**config.mk**
```make
export PLATFORM = sky130hd
export DESIGN_NAME = aar_fifo
export DESIGN_NICKNAME = d
export VERILOG_FILES = /design/src/rtl/aar_pkg.sv /design/src/rtl/aar_fifo.sv
export SDC_FILE = /design/constraint.sdc
export NUM_CORES = 1
export LEC_CHECK = 0
export BUFFER_PORTS_ARGS = -buffer_cell sky130_fd_sc_hd__buf_2
export CORE_MARGIN = 5
export CORE_UTILIZATION = 60
export CTS_CLUSTER_SIZE = 16
export DETAILED_ROUTE_END_ITERATION = 8
export GPL_TIMING_DRIVEN = 0
export PLACE_DENSITY = 0.82
export SKIP_CTS_REPAIR_TIMING = 1
export SYNTH_ARGS = -nofsm -noshare
export SYNTH_HDL_FRONTEND = slang
export SYNTH_SLANG_ARGS = --single-unit
```
**constraint.sdc**
```tcl
create_clock -name clk -period 6.4 [get_ports clk]
set_input_delay 1.28 -clock clk [delete_from_list [all_inputs] [get_ports clk]]
set_output_delay 1.28 -clock clk [all_outputs]
set_load 0.02 [all_outputs]
```
**src/rtl/aar_pkg.sv**
```systemverilog
// Shared constants, types and tables for the axis-angle rotation matrix generator.
package aar_pkg;

	localparam int FRAC_BITS_DEF    = 14;
	localparam int CORDIC_STEPS_DEF = 16;
	localparam int IN_W             = 16;
	localparam int OUT_W            = 16;
	localparam int ANG_W            = 34;
	localparam int ANG_SHIFT        = 17;
	localparam int N2_W             = 32;
	localparam int RAD_PAD          = 30;
	localparam int RAD_W            = N2_W + RAD_PAD;
	localparam int ROOT_W           = 31;
	localparam int REM_W            = 32;
	localparam int ATAN_W           = 30;
	localparam int FIFO_DEPTH       = 4;

	localparam logic signed [ANG_W-1:0] ANG_PI      = 34'sd3373259426;
	localparam logic signed [ANG_W-1:0] ANG_HALF_PI = 34'sd1686629713;
	localparam longint                  CORDIC_GAIN = 64'sd652032874;
	localparam logic signed [OUT_W-1:0] OUT_ONE     = 16'sd16384;

	// Sideband that travels with the axis through the square root and divider.
	typedef struct packed {
		logic signed [ANG_W-1:0] h;
		logic                    flip;
		logic                    invalid;
		logic [2:0]              neg;
		logic [2:0][IN_W-1:0]    mag;
	} aar_side_t;

	// atan(2^-i) scaled by 2^30, truncated.
	function automatic logic [ATAN_W-1:0] atan_val(input int i);
		case (i)
			0:  atan_val = 30'h3243F6A8;
			1:  atan_val = 30'h1DAC6705;
			2:  atan_val = 30'h0FADBAFC;
			3:  atan_val = 30'h07F56EA6;
			4:  atan_val = 30'h03FEAB76;
			5:  atan_val = 30'h01FFD55B;
			6:  atan_val = 30'h00FFFAAA;
			7:  atan_val = 30'h007FFF55;
			8:  atan_val = 30'h003FFFEA;
			9:  atan_val = 30'h001FFFFD;
			10: atan_val = 30'h000FFFFF;
			11: atan_val = 30'h0007FFFF;
			12: atan_val = 30'h0003FFFF;
			13: atan_val = 30'h0001FFFF;
			14: atan_val = 30'h0000FFFF;
			15: atan_val = 30'h00007FFF;
			16: atan_val = 30'h00003FFF;
			17: atan_val = 30'h00001FFF;
			18: atan_val = 30'h00000FFF;
			19: atan_val = 30'h000007FF;
			20: atan_val = 30'h000003FF;
			21: atan_val = 30'h000001FF;
			22: atan_val = 30'h000000FF;
			23: atan_val = 30'h0000007F;
			24: atan_val = 30'h0000003F;
			25: atan_val = 30'h0000001F;
			26: atan_val = 30'h0000000F;
			27: atan_val = 30'h00000007;
			28: atan_val = 30'h00000003;
			29: atan_val = 30'h00000001;
			default: atan_val = '0;
		endcase
	endfunction

	// CORDIC start value: the gain rounded from Q.30 to Q.f.
	function automatic longint gain_init(input int f);
		if (f >= 30)
			return CORDIC_GAIN;
		return (CORDIC_GAIN + (64'sd1 <<< (29 - f))) >>> (30 - f);
	endfunction

endpackage

```
**src/rtl/aar_fifo.sv**
```systemverilog
// Short queue between the front end and the back end, with registered read data.
module aar_fifo import aar_pkg::*; #(
	parameter int W     = 8,
	parameter int DEPTH = FIFO_DEPTH
) (
	input  logic         clk,
	input  logic         arst_n,
	input  logic         push,
	input  logic [W-1:0] wdata,
	output logic         full,
	output logic         out_valid,
	output logic [W-1:0] rdata
);

	localparam int PW = (DEPTH > 1) ? $clog2(DEPTH) : 1;
	localparam int CW = $clog2(DEPTH + 1);

	logic [W-1:0]  mem [DEPTH];
	logic [PW-1:0] wr_ptr_q;
	logic [PW-1:0] rd_ptr_q;
	logic [CW-1:0] count_q;
	logic          out_valid_q;
	logic [W-1:0]  rdata_q;
	logic          pop;

	// The back end never stalls, so an entry leaves as soon as there is one.
	assign pop  = (count_q != '0);
	assign full = (count_q == CW'(DEPTH));

	always_ff @(posedge clk or negedge arst_n) begin
		if (!arst_n) begin
			wr_ptr_q    <= '0;
			rd_ptr_q    <= '0;
			count_q     <= '0;
			out_valid_q <= 1'b0;
		end else begin
			if (push)
				wr_ptr_q <= (wr_ptr_q == PW'(DEPTH - 1)) ? '0 : wr_ptr_q + 1'b1;
			if (pop)
				rd_ptr_q <= (rd_ptr_q == PW'(DEPTH - 1)) ? '0 : rd_ptr_q + 1'b1;
			count_q     <= count_q + CW'(push) - CW'(pop);
			out_valid_q <= pop;
		end
	end

	always_ff @(posedge clk) begin
		if (push)
			mem[wr_ptr_q] <= wdata;
	end

	always_ff @(posedge clk) begin
		if (pop)
			rdata_q <= mem[rd_ptr_q];
	end

	assign out_valid = out_valid_q;
	assign rdata     = rdata_q;

	a_no_overflow: assert property (@(posedge clk) disable iff (!arst_n) full |-> !push)
		else $error("queue written while full");
	a_drained: assert property (@(posedge clk) disable iff (!arst_n) count_q < CW'(2))
		else $error("queue holds more than one entry");
	a_read_source: assert property (@(posedge clk) disable iff (!arst_n)
		out_valid_q |-> $past(count_q != '0))
		else $error("read data marked valid without an entry");

endmodule

```
==> flow_summary.yaml <==
place:
  place.gp.congestion: 0.702
  placed_cell_area_um2: 1980
  portBuffers: 20
  place_ws_ps: 3970
  hpwl_um: 1850
synth:
  synth.net_count: 106
  syn_inst: 87
  synth_area_um2: 1840
  synth.distinct_cells: 18
  synth_warnings: 0
  avgSynthCellArea_um2: 21.1
  ys_seq_area_share_pct: 76.2
  yosys_register_bits: 48
floorplanning:
  start_util_pct: 61.2
  rows: 20
  die_w_um: 65.3
  io_pins: 21
  die-area_um2: 4270
  die_h_um: 65.3
  coreArea_um2: 3000
finish:
  fin_nets: 133
  fin_util_pct: 67.8
  fin_area_um2: 2040
  diodes: 0
  area_growth_pct: 10.8
  ff_latch_area_um2: 1400
  drive_above_1_share_pct: 36.5
  nFillCells: 203
  multi_input_area_um2: 405
timing:
  period_needed_ps: 2470
  fin_ws_ps: 3930
  finalSetupViolations: 0
  skew_ps: 14.1
  whs_ps: 540
  worst_slew_pin_slew_ps: 541
  hold_viol: 0
  fmax_mhz: 404
  slew_viol_final: 0
  max_slew_margin_pct: 64.0
  finalSetupTns_ps: 0
  min_period_over_period_pct: 38.6
  rsz0062_at_grt: "false"
worst_setup_path:
  end_kind: "primary output"
  start_kind: "flip-flop"
  cp.required_ps: 5120
  worstPathMaxFanout: 3
  worstSetupPathType: "reg -> out"
  crit_arrival_ps: 1190
routing:
  ant_nets: 0
  drt-wirelength-per-cell_um: 17.4
  viasPerCell: 5.50
  drt_first_pass_iters: 3
  vias: 814
  drc: 0
  drt_iter0_drc: 57
  postRouteWirelength_um: 2570
min_path:
  hold_class: "reg -> reg"
global_route:
  grt_usage_pct: 14.7
  antenna_found_initial: 0
  grt_max_degree: 16
  grt_pass1_vias: 860
  grt_overflow_total: 0
  grt_pass1_wl_um: 4460
power_and_ir_drop:
  ir_drop_mv: 0.198
  cellLeakagePower_nw: 0.784
  power.density_nw_per_um2: 445
run:
  max_cap_viol_count: 0
cts:
  cts-root-buf: "clkbuf_4"
  clkSlewWorstSetupHoldPaths_ps: 130
  cts_tree: "built"
  clockBufferDepth: 2
  clk_latency_ps: 360
  htreeDepth: 2
  cts_sinks: 48
  numCtsBuffers: 5
run_status:
  status: "completed"
[cell type report]
class,count,share of cell area (%)
flip-flops and latches,48,68.8
multi-input cells,31,19.9
repair buffers,20,4.92
well taps,33,2.03
clock buffers,5,1.84
inverters,6,1.11
clock inverters,3,0.922
plain buffers,2,0.430
[sequential cells by signal, summed over array words and instances (netlist names)]
signal,cells
count_q,3
rdata,8
wr_ptr_q,2
out_valid,1
mem,32
rd_ptr_q,2
[critical path: stages (launching register included)]
cell and delay (ps):
dfrtp_1 430, inv_1 100, and3_2 170, buf_2 150
[cells in the final DEF, fill, tap and decap left out]
master	n
clkbuf_4	5
or3b_2	1
clkinv_2	2
mux2_4	2
nor2_1	1
buf_2	21
clkbuf_1	1
mux4_2	8
and3_2	1
xnor2_1	1
or3_4	1
o21ai_0	2
fa_1	1
nand2_1	1
and2_1	4
xor2_1	1
clkinv_4	1
ha_1	7
inv_1	6
dfrtp_1	8
edfxtp_1	40
[report_power, final]
part / internal, mW / total [mW] / switching (mW)
clock: 0.0423 / 0.133 / 0.0910
sequential: 0.443 / 0.471 / 0.0288
combinational: 0.136 / 0.301 / 0.165
total: 0.621 / 0.905 / 0.284
[path summary, 6_finish.rpt]
| kind | startpoint | endpoint | slack (ps) | cells past startpoint |
|---|---|---|---|---|
| setup / recovery | count_q[1] | full | 3930 | 3 |
| max in group asynchronous | arst_n | rd_ptr_q[0] | 5490 | 1 |
| min in group asynchronous | arst_n | wr_ptr_q[1] | 750 | 1 |
| hold / removal | count_q[2] | count_q[2] | 540 | 1 |
| hold reg to reg | count_q[2] | count_q[2] | 540 | 1 |
| setup reg to reg | count_q[2] | count_q[2] | 4170 | 7 |
[stage by stage]
| stage | cells | power (mW) |
|---|---|---|
| floorplan | 87 | 0.703 |
| global placement | 140 | 0.769 |
| detailed placement | 140 | 0.790 |
| CTS | 148 | 0.920 |
| global route | 148 | 0.973 |
| finish | 148 | 0.905 |
[logic make-up after synthesis]
| family | after synthesis | synth area share (%) |
|---|---|---|
| simple gates | 9 | 3.27 |
| flops | 48 | 76.2 |
| mux | 10 | 11.4 |
| xor+xnor | 2 | 0.953 |
| fa+ha+maj | 8 | 5.85 |
| buf+inv | 8 | 1.70 |
| compound gates | 2 | 0.545 |
[metal layers]
layer	share of wire (%)	vias up	GRT usage, %	wire [um]
met4	1.7	0	6.22	44
met2	49	19	22.9	1260
met3	5.5	4	4.62	141
met5	0	-	0	0
met1	44	404	19.4	1130
li1	-	387	-	-
[cells in the mapped netlist, drive strengths merged]
cell type	instances	area [um^2]
o21ai	2	10.0
buf	1	5.00
mux4	8	180
fa	1	20.0
edfxtp	40	1200
nand2	1	3.75
or3	1	11.3
inv	6	22.5
or3b	1	8.76
ha	7	87.6
clkbuf	1	3.75
nor2	1	3.75
xor2	1	8.76
and2	4	25.0
and3	1	7.51
mux2	2	30.0
dfrtp	8	200
xnor2	1	8.76
Note: power is estimated with default switching activity, not from simulation.
